==> config.mk <==
export PLATFORM = sky130hd
export DESIGN_NAME = bsb_ctrl
export DESIGN_NICKNAME = d
export VERILOG_FILES = /design/src/bsb_pkg.sv /design/src/bsb_ctrl.sv
export SDC_FILE = /design/constraint.sdc
export NUM_CORES = 1
export LEC_CHECK = 0
export ABC_AREA = 1
export BUFFER_PORTS_ARGS = -buffer_cell sky130_fd_sc_hd__clkbuf_2
export CAP_MARGIN = 20
export CORE_MARGIN = 4
export CORE_UTILIZATION = 50
export CTS_CLUSTER_SIZE = 30
export DETAILED_ROUTE_END_ITERATION = 10
export PLACE_DENSITY = 0.75
export SETUP_SLACK_MARGIN = 0.15
export SLEW_MARGIN = 0
export SYNTH_ARGS = -nofsm -noshare
export SYNTH_HDL_FRONTEND = slang
export SYNTH_SLANG_ARGS = --single-unit
==> constraint.sdc <==
create_clock -name clock -period 5.25 [get_ports clock]
set_input_delay 1.05 -clock clock [delete_from_list [all_inputs] [get_ports clock]]
set_output_delay 1.05 -clock clock [all_outputs]
set_load 0.05 [all_outputs]
==> src/bsb_pkg.sv <==
package bsb_pkg;
   localparam int KnotDepth = 64;
   localparam int MaxOrder = 8;
   localparam int KIdxW = $clog2(KnotDepth);
   localparam int OrdW = 4;
   localparam int NodeW = $clog2(MaxOrder + 1);
   localparam logic [16:0] OneQ16 = 17'd65536;
   localparam logic OpWrite = 1'b0;
   localparam logic OpEval = 1'b1;

   typedef struct packed {
      logic       load_knot;
      logic       rd_knot;
      logic [NodeW-1:0] rd_slot;
      logic       init_nodes;
      logic       start_term;
      logic       second_term;
      logic [NodeW-1:0] j;
      logic [NodeW-1:0] r;
      logic       mul_step;
      logic       div_start;
      logic       store_node;
   } cmd_type;

   typedef struct packed {
      logic div_done;
   } sts_type;
endpackage

==> src/bsb_ctrl.sv <==
module bsb_ctrl
   import bsb_pkg::*;
(
   input  logic       clock,
   input  logic       reset,
   input  logic       go,
   input  logic [3:0] k,
   input  sts_type    sts,
   output cmd_type    cmd,
   output logic       busy,
   output logic       done,
   output logic [NodeW-1:0] rd_off
);
   typedef enum logic [7:0] {
      S_IDLE = 8'b00000001, S_READ = 8'b00000010, S_LOAD = 8'b00000100,
      S_INIT = 8'b00001000, S_TERM = 8'b00010000, S_MUL = 8'b00100000,
      S_DIV = 8'b01000000, S_WAIT = 8'b10000000
   } state_type;
   state_type st_ff, st_in;
   logic [NodeW-1:0] i_ff, i_in, j_ff, j_in, r_ff, r_in;
   logic sec_ff, sec_in;
   logic [NodeW:0] jr;

   assign jr = {1'b0, j_ff} + {1'b0, r_ff};
   assign rd_off = i_ff;

   always_comb begin
      st_in = st_ff; i_in = i_ff; j_in = j_ff; r_in = r_ff; sec_in = sec_ff;
      cmd = '0;
      done = 1'b0;
      cmd.j = j_ff; cmd.r = r_ff; cmd.second_term = sec_ff; cmd.rd_slot = i_ff;
      unique case (st_ff)
         S_IDLE: if (go) begin st_in = S_READ; i_in = '0; end
         S_READ: begin cmd.rd_knot = 1'b1; st_in = S_LOAD; end
         S_LOAD: begin
            cmd.load_knot = 1'b1;
            if (i_ff == NodeW'(k)) st_in = S_INIT;
            else begin i_in = i_ff + NodeW'(1); st_in = S_READ; end
         end
         S_INIT: begin
            cmd.init_nodes = 1'b1;
            j_in = '0; r_in = NodeW'(2); sec_in = 1'b0;
            if (k < 4'd2) begin st_in = S_IDLE; done = 1'b1; end
            else st_in = S_TERM;
         end
         S_TERM: begin cmd.start_term = 1'b1; st_in = S_MUL; end
         S_MUL: begin cmd.mul_step = 1'b1; st_in = S_DIV; end
         S_DIV: begin cmd.div_start = 1'b1; st_in = S_WAIT; end
         S_WAIT: if (sts.div_done) begin
            cmd.store_node = 1'b1;
            st_in = S_TERM;
            if (!sec_ff) sec_in = 1'b1;
            else begin
               sec_in = 1'b0;
               if (jr + (NodeW+1)'(1) <= {1'b0, NodeW'(k)}) j_in = j_ff + NodeW'(1);
               else if ({1'b0, r_ff} == {1'b0, NodeW'(k)}) begin
                  st_in = S_IDLE; done = 1'b1;
               end else begin j_in = '0; r_in = r_ff + NodeW'(1); end
            end
         end
         default: st_in = S_IDLE;
      endcase
   end

   always_ff @(posedge clock) begin
      if (reset) st_ff <= S_IDLE;
      else st_ff <= st_in;
      i_ff <= i_in; j_ff <= j_in; r_ff <= r_in; sec_ff <= sec_in;
   end
   assign busy = (st_ff != S_IDLE);

`ifndef SYNTHESIS
   a_order: assert property (@(posedge clock) disable iff (reset)
      st_ff == S_WAIT |-> r_ff >= NodeW'(2)) else $error("bad order");
   a_node: assert property (@(posedge clock) disable iff (reset)
      st_ff == S_WAIT |-> jr <= {1'b0, NodeW'(k)}) else $error("node past triangle");
   a_go: assert property (@(posedge clock) disable iff (reset)
      go |-> st_ff == S_IDLE) else $error("start while busy");
`endif
endmodule

## Word-level counts from Yosys, hierarchy flattened

Index checks and enable logic that the tools add are counted.

- Bits in registers: 21
- Input bits: 8
- Output and inout port bits: 26

- $add $sub $neg: 5
- Order comparisons: 2
- Equality and inequality tests: 18
- Mux-type cells: 38
- Reduce and logical (&&, ||, !) cells: 7

Operators by type and width:

| kind | count |
|---|---|
| one-hot mux 8 bit (8 select lines) | 1 |
| two-way mux 4 bit | 11 |
| one-hot mux 4 bit (2 select lines) | 3 |
| two-way mux 5 bit | 4 |
| two-way mux 8 bit | 2 |
| two-way mux 1 bit | 15 |
| adder 4 x 1 -> 4 bit (second input constant) | 3 |
| != test 2 bit (second input constant) | 6 |
| == test 4 bit | 2 |
| == test 8 x 1 -> 1 bit (second input constant) | 1 |
| == test 8 x 2 -> 1 bit (second input constant) | 1 |
| == test 8 x 3 -> 1 bit (second input constant) | 1 |
| == test 8 x 4 -> 1 bit (second input constant) | 1 |
| == test 8 x 5 -> 1 bit (second input constant) | 1 |
| == test 8 x 6 -> 1 bit (second input constant) | 1 |
| == test 8 x 7 -> 1 bit (second input constant) | 1 |
| == test 8 bit (second input constant) | 1 |
| != test 8 x 1 -> 1 bit (second input constant) | 1 |
| adder 4 x 4 -> 5 bit | 1 |
| adder 5 x 1 -> 5 bit (second input constant) | 1 |
| less-or-equal comparator 5 x 4 -> 1 bit | 1 |
| AND reduction 5 bit | 1 |
| less-than comparator 4 x 2 -> 1 bit (second input constant) | 1 |
| one-hot mux 1 bit (2 select lines) | 2 |
| other kinds (5) | 7 |

## Logic depth before layout (Yosys ltp)

Gate-level depths: netlist (run 1).

- Depth after elaboration: 7
- Depth in mapped cells: 16
- Depth with buffers taken out: 16

## Least setup slack after synthesis (run 1)

No wires, ideal clock.

- Path type: register to output
- From: reg r_ff[0]
- To: out done
- Data arrival time: 2.939 ns
- Required time: 4.200 ns
- Path slack: 1.261 ns
- Cell stages (with the launch flop): 13
- Cell sequence: edfxtp_1 inv_1 ha_1 inv_1 fa_1 xor2_1 ha_1 nand4_1 nand3_1 nand2_1 nand2_1 nand2_1 o22ai_1

- Word-level cells in the longest chain between the ends: 7
- Elaborated cells between the ends (all ways): 9
- Classes of those cells: add/sub: 2; order compare: 1; eq/ne: 1; mux: 5

Ends and longest elaborated chain:

| element | line | RTL |
|---|---|---|
| from (decl) | bsb_ctrl.sv:20 | `logic [NodeW-1:0] i_ff, i_in, j_ff, j_in, r_ff, r_in;` |
| from (signal assigned) | bsb_ctrl.sv:68 | `i_ff <= i_in; j_ff <= j_in; r_ff <= r_in; sec_ff <= sec_in;` |
| adder 4 x 4 -> 5 bit | bsb_ctrl.sv:24 | `assign jr = {1'b0, j_ff} + {1'b0, r_ff};` |
| adder 5 x 1 -> 5 bit | bsb_ctrl.sv:55 | `if (jr + (NodeW+1)'(1) <= {1'b0, NodeW'(k)}) j_in = j_ff + NodeW'(1);` |
| less-or-equal comparator 5 x 4 -> 1 bit | bsb_ctrl.sv:55 |  |
| two-way mux 1 bit (*) | bsb_ctrl.sv:55 |  |
| two-way mux 1 bit (*) | bsb_ctrl.sv:52 | `if (!sec_ff) sec_in = 1'b1;` |
| two-way mux 1 bit (*) | bsb_ctrl.sv:49 | `S_WAIT: if (sts.div_done) begin` |
| one-hot mux 1 bit (2 select lines) (*) | bsb_ctrl.sv:32 | `unique case (st_ff)` |
| to (decl) | bsb_ctrl.sv:11 | `output logic done,` |

Mark *: on every way between the ends. The rest lies on a longest branch, timed or not.

## Final worst setup path (run 1)

Ends and elaborated chain as after synthesis.

==> out/results.tsv, run 1 <==
stage	metric	value	unit
worst_hold_path	min_path_cells	4	
pwr	p_comb_frac	0.346	
drt	wire_per_inst	11.0	um
worst_setup_path	critPathMaxFanout	6	
global_routing	grt_pass1_wl	5.24	mm
clock_network	post-cts-setup-buffer-count	0	
final_layout	layout-drive-gt1-share	0.262	
logic_synthesis	ys_types	28	
pwr	p_leak	0.885	nW
logic_synthesis	synth_edf_count	13	
pwr	power_density	251	nW/um^2
floorplan	rows	19	
global_routing	antenna_found_initial	0	
worst_setup_path	critPathKind	register to output port	
clock_network	root_buffer	clkbuf_4	
logic_synthesis	synth_most_common_cell	nand2_1	
timing	hold_viol	0	
logic_synthesis	async_flop_share	0	
worst_setup_path	endpoint_kind	output port	
global_routing	grt_pass1_vias	1223	
final_layout	fill_cells	282	
timing	fmax	258	MHz
logic_synthesis	synth_commonest_cells	nand2_1, nor2_1, inv_1, edfxtp_1	
drt	postRouteAntennaNets	0	
final_layout	antennaDiodeCount	0	
floorplan	dieArea	3980	um^2
timing	period_share	0.737	
final_layout	nets	254	
drt	avgViaCountPerCell	4.88	
timing	final.min_clock_period	3870	ps
logic_synthesis	yosysWarnings	0	
drt	drt_iter0_drc	52	
pwr	peakVddDrop	0.143	mV
logic_synthesis	synth.area.top_cells	edfxtp_1, nand2_1, dfxtp_1	
flow_run	cap_violations	0	
clock_network	clock_path_buffers	2	
floorplan	io_pins	34	
floorplan	dieHeight	63.1	um
logic_synthesis	synth_cells	201	
clock_network	cts_made_buffers	3	
drt	wirelength	2.89	mm
worst_setup_path	cp.required	4200	ps
worst_setup_path	reg2reg_depth	12	
clock_network	clock_latency	320	ps
drt	drc	0	
logic_synthesis	avgSynthCellArea	7.54	um^2
logic_synthesis	syn_nets	221	
placement	place_congestion	0.836	
clock_network	ctsResizeCount	0	
logic_synthesis	yosys_most_used_dff	edfxtp_1	
pwr	finalPower	0.429	mW
timing	setup_viol	0	
global_routing	gr-total-overflow	0	
logic_synthesis	yosysTopAreaCellShare	0.257	
floorplan	start_util	0.536	
pwr	p_clk_frac	0.184	
timing	fin_skew	12.5	ps
global_routing	grt_usage	0.159	
placement	dp_slack	1730	ps
clock_network	cts_tree	built	
floorplan	die_x	63.1	um
placement	io_buffer_count	33	
clock_network	clock-sinks	21	
pwr	p_switching	0.174	mW
pwr	p_seq_frac	0.470	
logic_synthesis	syn-cell-area	1520	um^2
drt	vias	1289	
outcome	status	completed	
logic_synthesis	synth.yosys.seq_area_share	0.363	
clock_network	ctsHtreeMaxLevel	1	
pwr	internal_power	0.255	mW
timing	max_slew_margin	0.730	
worst_setup_path	startpoint_type	register	
clock_network	cts.clk_slew.worst_paths	120	ps
logic_synthesis	synth_seq_cells	21	
timing	fin_setup_tns	0	ps
drt	dr.pass1.iters	4	
final_layout	synthToLayoutAreaGrowth	12.8	%
global_routing	grt_max_degree	13	
timing	maxSlewViolCount	0	
floorplan	core	2830	um^2
placement	place_hpwl	2.39	mm
timing	tightest_slew	406	ps
clock_network	ctsHoldBuffers	0	
worst_setup_path	arrival	2820	ps
pwr	p_sw_frac	0.406	
timing	rsz0062_at_grt	false	
logic_synthesis	yosys.area.top_type	edfxtp_1	
timing	hold_ws	627	ps
timing	setup_ws	1380	ps
worst_hold_path	hold_path_class	register to register	
-- sequential cells by signal, indices dropped and copies added (netlist names) --
signal / count
sec_ff: 1
rd_off: 4
st_ff: 8
j_ff: 4
r_ff: 4
-- kinds of logic after synthesis --
family / count (synthesis) / share of synthesized area
fa+ha+maj: 12 / 0.104
xor+xnor: 11 / 0.0635
flops: 21 / 0.363
buf+inv: 40 / 0.113
compound gates: 9 / 0.0330
simple gates: 108 / 0.323
-- cell usage in the layout (no fill, tap or decap), drive strengths merged --
master  instances
a21oi           5
clkbuf         36
clkinv          2
dfxtp           8
edfxtp         13
fa              1
ha             11
inv            34
nand2          47
nand3          11
nand3b          1
nand4           5
nor2           40
nor3            3
o21ai           3
o22ai           1
or2             1
xnor2           7
xor2            4
-- worst max-delay path: stages (launching register included) --
cell	delay, ps
edfxtp_1	480
inv_1	110
ha_1	150
inv_1	60
fa_1	390
xor2_1	160
ha_1	310
nand4_1	100
nand3_1	80
nand2_1	50
nand2_1	120
nand2_1	90
o22ai_1	120
clkbuf_2	300
-- worst paths after layout --
path	from	to	slack, ps
setup / recovery	r_ff[0]	done	1380
hold reg to reg	st_ff[4]	st_ff[5]	630
setup reg to reg	r_ff[0]	r_ff[2]	2550
hold / removal	st_ff[4]	st_ff[5]	630
-- area by class of cell --
type,instances,area (um^2),share of cell area
Multi-Input combinational cell,140,795,0.465
Sequential cell,21,551,0.322
Timing Repair Buffer,33,165,0.0966
Inverter,35,134,0.0783
Tap cell,31,38.8,0.0227
Clock buffer,3,22.5,0.0132
Clock inverter,1,5.00,0.00293
-- per-stage QoR --
step           utilization  cell area (um^2)  std cells
3_3_place_gp         0.595              1680        260
3_5_place_dp         0.595              1680        260
6_report             0.605              1710        264
4_1_cts              0.605              1710        264
5_1_grt              0.605              1710        264
2_1_floorplan            -              1520        201
-- metal layers --
layer,track usage,up-vias,part of all wire
li1,-,696,-
met1,0.218,563,0.50
met2,0.264,28,0.44
met3,0.0213,2,0.048
met4,0.0413,0,0.0080
met5,0,-,0
-- power by group through the flow --
stage	registers (mW)	logic, mW	clock network (mW)
after global placement	0.205	0.148	0
after CTS	0.202	0.149	0.0813
after floorplan	0.228	0.103	0
final	0.201	0.148	0.0790
after global routing	0.204	0.159	0.0878
after detailed placement	0.206	0.149	0
(Power assumes the default switching activity.)
==> run 2: changes to the inputs <==
--- a/config.mk
+++ b/config.mk
@@ -5,7 +5,7 @@
 export SDC_FILE = /design/constraint.sdc
 export NUM_CORES = 1
 export LEC_CHECK = 0
-export ABC_AREA = 1
+export ABC_AREA = 0
 export BUFFER_PORTS_ARGS = -buffer_cell sky130_fd_sc_hd__clkbuf_2
 export CAP_MARGIN = 20
 export CORE_MARGIN = 4
==> constraint.sdc (replaced) <==
create_clock -name clock -period 3.96 [get_ports clock]
set_input_delay 0.792 -clock clock [delete_from_list [all_inputs] [get_ports clock]]
set_output_delay 0.792 -clock clock [all_outputs]
set_load 0.05 [all_outputs]
==> run 2 against run 1 <==
  * Core utilization grew 1.9 points
  * Flip-flop and latch count unchanged
  * Final cell count decreased by 16%
  * Combinational power decreased by 36%
  * Final area increased by 1.4%
  * Wire length is 13% higher
  * Total power increased by 4.1%
  * Critical path depth is 2 lower
  * Count of clock-buffer cells in the layout did not move
  * Via count is 1.7% lower
  * Critical path type unchanged
  * Critical endpoint unchanged
  * Largest power group unchanged
==> out/results.tsv, run 2 <==
stage	metric	value	unit	change
final_layout	fill_cells	250		-11%
drt	wire_per_inst	14.8	um	+35%
logic_synthesis	syn_nets	173		-22%
floorplan	core	2780	um^2	-1.7%
drt	wirelength	3.28	mm	+13%
drt	dr.pass1.iters	4		unchanged
worst_setup_path	arrival	2920	ps	+100 ps
placement	place_hpwl	2.40	mm	+0.20%
timing	maxSlewViolCount	0		unchanged
logic_synthesis	yosysTopAreaCellShare	0.265		+0.00765
final_layout	layout-drive-gt1-share	0.298		+0.0366
worst_setup_path	critPathMaxFanout	3		-3
global_routing	grt_pass1_wl	5.33	mm	+1.8%
drt	drc	0		unchanged
timing	final.min_clock_period	3710	ps	
worst_setup_path	endpoint_kind	output port		
pwr	p_leak	0.780	nW	-12%
global_routing	grt_pass1_vias	1193		-2.5%
final_layout	synthToLayoutAreaGrowth	17.8	%	
clock_network	root_buffer	clkbuf_4		
placement	io_buffer_count	33		unchanged
logic_synthesis	async_flop_share	0		unchanged
final_layout	layout_common_cells	clkbuf_2, nor2_1, inv_1, edfxtp_1, xnor2_1		
placement	dp_slack	385	ps	-1340 ps
timing	fmax	270	MHz	
drt	vias	1267		-1.7%
logic_synthesis	synth.area.top_cells	edfxtp_1, dfxtp_1, ha_1		
drt	avgViaCountPerCell	5.71		+17%
worst_hold_path	hold_path_class	register to register		
worst_setup_path	startpoint_type	register		
global_routing	gr-total-overflow	0		unchanged
logic_synthesis	synth_edf_count	13		unchanged
global_routing	grt_usage	0.166		+0.00667
worst_setup_path	cp.required	3170	ps	-1030 ps
drt	drt_iter0_drc	49		-5.8%
clock_network	cts_tree	built		
floorplan	start_util	0.529		-0.00658
logic_synthesis	yosysWarnings	0		unchanged
outcome	status	completed		
floorplan	io_pins	34		unchanged
timing	fin_setup_tns	0	ps	unchanged
clock_network	clock_latency	300	ps	-20 ps
final_layout	stdcell_count	222		-16%
worst_setup_path	critPathMaxStageDelay	440	ps	-40 ps
drt	postRouteAntennaNets	0		unchanged
floorplan	dieHeight	62.3	um	-1.3%
logic_synthesis	synth.yosys.seq_area_share	0.374		+0.0108
logic_synthesis	synth_cells	153		-24%
worst_setup_path	critPathKind	register to output port		
floorplan	rows	19		unchanged
logic_synthesis	avgSynthCellArea	9.63	um^2	+28%
pwr	peakVddDrop	0.196	mV	+38%
clock_network	ctsHtreeMaxLevel	1		unchanged
logic_synthesis	synth_commonest_cells	nor2_1, edfxtp_1, inv_1, xnor2_1, ha_1		
pwr	power_density	257	nW/um^2	+2.7%
logic_synthesis	synth_seq_cells	21		unchanged
final_layout	largest_reg_flops	8		unchanged
timing	hold_viol	0		unchanged
logic_synthesis	ys_types	44		+57%
timing	period_share	0.936		
final_layout	nets	212		-17%
final_layout	final_common_cell	clkbuf_2		
timing	setup_viol	0		unchanged
global_routing	grt_max_degree	13		unchanged
final_layout	antennaDiodeCount	0		unchanged
clock_network	cts.clk_slew.worst_paths	130	ps	about the same
timing	max_slew_margin	0.544		-0.185
timing	fin_skew	9.60	ps	-2.92 ps
floorplan	die_x	62.3	um	-1.3%
flow_run	cap_violations	0		unchanged
clock_network	clock-sinks	21		unchanged
timing	tightest_slew	676	ps	+271 ps
logic_synthesis	yosys_most_used_dff	edfxtp_1		
worst_setup_path	path_cells	inv_1, ha_1, inv_1, fa_2, xor2_1, ha_1, a21o_1, a221oi_2, a211oi_2, a41o_1, buf_6		
clock_network	clock_path_buffers	2		unchanged
final_layout	largest-register	st_ff		
timing	rsz0062_at_grt	true		
logic_synthesis	synth_most_common_cell	nor2_1		
placement	place_inst	211		-19%
logic_synthesis	yosys.area.top_type	edfxtp_1		
floorplan	dieArea	3880	um^2	-2.5%
timing	setup_ws	251	ps	-1130 ps
logic_synthesis	syn-cell-area	1470	um^2	-2.9%
global_routing	antenna_found_initial	0		unchanged
placement	place_congestion	0.820		-2.0%
clock_network	cts_made_buffers	3		unchanged
worst_setup_path	cp_slowest_cell	edfxtp_1		
[run 2: path summary, 6_finish.rpt]
kind / to / start / depth (start not counted) / slack (ps)
worst max-delay path: done / r_ff[0] / 11 / 250
worst max register to register: r_ff[1] / j_ff[1] / 9 / 760
worst min-delay path: st_ff[2] / st_ff[1] / 2 / 570
worst min register to register: st_ff[2] / st_ff[1] / 2 / 570
[run 2: cell families (layout without fill, tap and decap cells)]
| logic type | count (synthesis) | in the layout | share of synthesized area |
|---|---|---|---|
| DFF | 21 | 21 | 0.374 |
| adders and majority gates | 12 | 12 | 0.107 |
| xor gates and xnor gates | 18 | 18 | 0.107 |
| buffers and inverters | 19 | 57 | 0.0620 |
| AOI/OAI and AO/OA | 26 | 26 | 0.131 |
| and+or+nand+nor | 57 | 57 | 0.219 |
[run 2: final cells by class]
type | count | area [um^2] | area share
flip-flops and latches | 21 | 551 | 0.317
multi-input cells | 113 | 845 | 0.487
inverters | 13 | 48.8 | 0.0281
clock inverters | 1 | 5.00 | 0.00289
clock buffers | 3 | 22.5 | 0.0130
well taps | 31 | 38.8 | 0.0224
repair buffers | 40 | 224 | 0.129
[run 2: power breakdown]
group	internal [mW]	leakage, nW	total [mW]	switching, mW
Clock	0.0376	0.0177	0.104	0.0662
Sequential	0.237	0.176	0.247	0.0101
Combinational	0.0282	0.586	0.0952	0.0670
Total	0.303	0.780	0.446	0.143
[run 2: stage by stage]
step	instance area, um^2	util	total power, mW	hold WS (ps)
floorplan	1470	-	0.325	518
global placement	1630	0.587	0.344	546
detailed placement	1630	0.587	0.346	549
CTS	1690	0.608	0.447	570
global route	1730	0.623	0.468	599
finish	1730	0.623	0.446	574
[run 2: what timing repair did]
action	4_1_cts	5_1_grt
buffers inserted	2	5
resized for setup	3	3
endpoints found under the setup margin	1	1
pin swaps	0	6
cloned	0	0
hold buffers	0	0
[run 2: worst max-delay path: cells and delay by family, from the launching register on]
family	cells	cell delay, ps
flops	1	440
buf+inv	3	310
fa+ha+maj	3	810
xor+xnor	1	180
compound gates	4	870
[run 2: routing by layer]
metal / GRT usage / vias up / routed length (um)
li1: - / 621 / -
met1: 0.210 / 606 / 1440
met2: 0.281 / 36 / 1620
met3: 0.0288 / 4 / 183
met4: 0.0610 / 0 / 29
met5: 0 / - / 0
==> run 3: changes to the inputs <==
--- a/config.mk
+++ b/config.mk
@@ -5,10 +5,10 @@
 export SDC_FILE = /design/constraint.sdc
 export NUM_CORES = 1
 export LEC_CHECK = 0
-export ABC_AREA = 0
+export ABC_AREA = 1
 export BUFFER_PORTS_ARGS = -buffer_cell sky130_fd_sc_hd__clkbuf_2
 export CAP_MARGIN = 20
-export CORE_MARGIN = 4
+export CORE_MARGIN = 1.5
 export CORE_UTILIZATION = 50
 export CTS_CLUSTER_SIZE = 30
 export DETAILED_ROUTE_END_ITERATION = 10
==> run 3 against run 2 <==
  * Die area down 13%
  * Final area down 1.1%
  * Combinational power up 110%
  * Clock power up 8%
  * Non-clock buffer count down 7
  * Final cell count up 19%
  * Register-to-register slack better by 400 ps
  * Worst setup slack better by 130 ps
  * Maximum frequency up 3.7%
  * Sequential share of layout area up 0.35 points
  * Via count up 3.6%
  * Count of clock-buffer cells in the layout unchanged
==> out/results.tsv, run 3 (synthesized netlist as in run 1, its figures left out) <==
stage	metric	value	unit	change
floorplan	io_pins	34		unchanged
floorplan	dieHeight	58.1	um	-6.7%
worst_setup_path	cpMostUsedCell	nand2_1		
drt	wirelength	3.06	mm	-6.8%
worst_setup_path	cp.required	3170	ps	about the same
worst_setup_path	r2r_start	r_ff[0]		
drt	postRouteAntennaNets	0		unchanged
worst_setup_path	rrSetupSlack	1160	ps	+400 ps
global_routing	met3_usage	0.0313		+0.00242
placement	place_hpwl	2.44	mm	+1.8%
worst_hold_path	hp-start	st_ff[5]		
pwr	p_seq_frac	0.461		-0.093
final_layout	nets	254		+20%
worst_setup_path	r2r_end	r_ff[1]		
clock_network	post-cts-setup-buffer-count	0		-2
worst_setup_path	startpoint_type	register		
clock_network	cts_made_buffers	3		unchanged
floorplan	dieArea	3370	um^2	-13%
worst_setup_path	path_delay_family	adder cells		
global_routing	grtUsageMet2	0.300		+0.0192
timing	setup_viol	0		unchanged
worst_setup_path	critPathMaxStageDelay	490	ps	+50 ps
timing	hold_viol	0		unchanged
worst_hold_path	whs_endpoint	st_ff[6]		
timing	fin_skew	2.54	ps	-7.06 ps
pwr	p_leak	0.881	nW	+13%
timing	tightest_slew	423	ps	-254 ps
drt	drt_iter0_drc	69		+41%
pwr	internal_power	0.338	mW	+12%
timing	final.min_clock_period	3580	ps	-131 ps
clock_network	cts.clk_slew.worst_paths	130	ps	about the same
clock_network	clock_path_buffers	2		unchanged
timing	fmax	280	MHz	+3.7%
final_layout	synthToLayoutAreaGrowth	13.1	%	
clock_network	cts_tree	built		
floorplan	start_util	0.541		+0.0111
worst_hold_path	min_path_cells	4		+2
clock_network	clock-sinks	21		unchanged
worst_setup_path	arrival	2790	ps	-130 ps
final_layout	largest-register	st_ff		
worst_setup_path	path_cells	inv_1, ha_1, inv_1, fa_1, xor2_1, ha_1, nand4_1, nand3_1, nand2_1, nand2_1, nand2_1, o22ai_1, clkbuf_4		
final_layout	antennaDiodeCount	0		unchanged
worst_setup_path	cp_slowest_cell	edfxtp_1		
pwr	p_switching	0.241	mW	+68%
final_layout	layout_common_cells	nand2_1, nor2_1, clkbuf_2, inv_1, edfxtp_1		
final_layout	largest_reg_flops	8		unchanged
drt	drc	0		unchanged
global_routing	top_usage_layer	met2		
global_routing	grt_pass1_vias	1180		-1.1%
timing	rsz0062_at_grt	false		
placement	place_congestion	0.809		-1.3%
clock_network	clock_latency	310	ps	about the same
pwr	p_clk_frac	0.194		-0.039
drt	dr.pass1.iters	6		+2
worst_setup_path	cp.buffers_inverters	3		unchanged
timing	max_slew_margin	0.717		+0.172
worst_setup_path	reg2reg_depth	12		+3
drt	vias	1313		+3.6%
worst_setup_path	critPathKind	register to output port		
global_routing	antenna_found_initial	0		unchanged
timing	fin_setup_tns	0	ps	unchanged
drt	wire_per_inst	11.6	um	-22%
clock_network	ctsResizeCount	0		-3
pwr	peakVddDrop	0.210	mV	+6.8%
pwr	p_sw_frac	0.416		+0.0952
global_routing	grt_max_degree	14		+1
flow_run	cap_violations	0		unchanged
clock_network	ctsHtreeMaxLevel	1		unchanged
clock_network	ctsHoldBuffers	0		unchanged
pwr	power_density	338	nW/um^2	+31%
outcome	status	completed		
pwr	finalPower	0.579	mW	+30%
worst_setup_path	critPathMaxFanout	6		+3
timing	maxSlewViolCount	0		unchanged
worst_setup_path	endpoint_kind	output port		
floorplan	core	2810	um^2	+0.85%
placement	io_buffer_count	33		unchanged
floorplan	rows	19		unchanged
floorplan	die_x	58.1	um	-6.7%
global_routing	gr-total-overflow	0		unchanged
global_routing	grt_pass1_wl	5.25	mm	-1.6%
global_routing	grt_usage	0.199		+0.0331
clock_network	root_buffer	clkbuf_4		
global_routing	grt_use_met1	0.292		+0.0826
worst_hold_path	hold_path_class	register to register		
timing	period_share	0.903		-0.0332
final_layout	final_common_cell	nand2_1		
drt	avgViaCountPerCell	4.97		-13%
pwr	p_comb_frac	0.345		+0.132
final_layout	layout-drive-gt1-share	0.262		-0.0366
run 3: metal layers:
layer	up-vias	wire length, um
met2	33	1370
li1	690	-
met1	584	1510
met5	-	0
met3	6	109
met4	0	64
run 3: layout make-up:
type	count	area, um^2
clock inverters	1	7.51
repair buffers	33	168
flip-flops and latches	21	551
inverters	35	134
fillers	273	1090
well taps	31	38.8
clock buffers	3	22.5
multi-input cells	140	795
run 3: worst max-delay path by stage:
stage | startpoint | to | cells after the start
after floorplan | r_ff[0] | done | 12
after global placement | r_ff[0] | done | 13
after detailed placement | r_ff[0] | done | 13
after CTS | r_ff[0] | done | 13
after global routing | r_ff[0] | done | 13
final | r_ff[0] | done | 13
run 3: worst min-delay path: stages, from the launching register on:
cell     delay (ps)
dfxtp_1         360
nand2_1          70
nor2_1           40
nand2_1          90
nor2_1           40
run 3: power groups by stage:
stage,Combinational (mW),Clock [mW],Sequential [mW]
after floorplan,0.136,0,0.303
after global placement,0.196,0,0.272
after CTS,0.200,0.112,0.268
final,0.200,0.112,0.267
after detailed placement,0.198,0,0.273
after global routing,0.216,0.119,0.271
run 3: per-stage QoR:
step | setup WS (ps) | utilization | hold slack [ps] | area, um^2 | instances
after global placement | 788 | 0.600 | 597 | 1680 | 260
after detailed placement | 714 | 0.600 | 603 | 1680 | 260
after CTS | 348 | 0.611 | 621 | 1710 | 264
final | 383 | 0.612 | 617 | 1720 | 264
after global routing | 161 | 0.612 | 669 | 1720 | 264
after floorplan | 229 | - | 559 | 1520 | 201
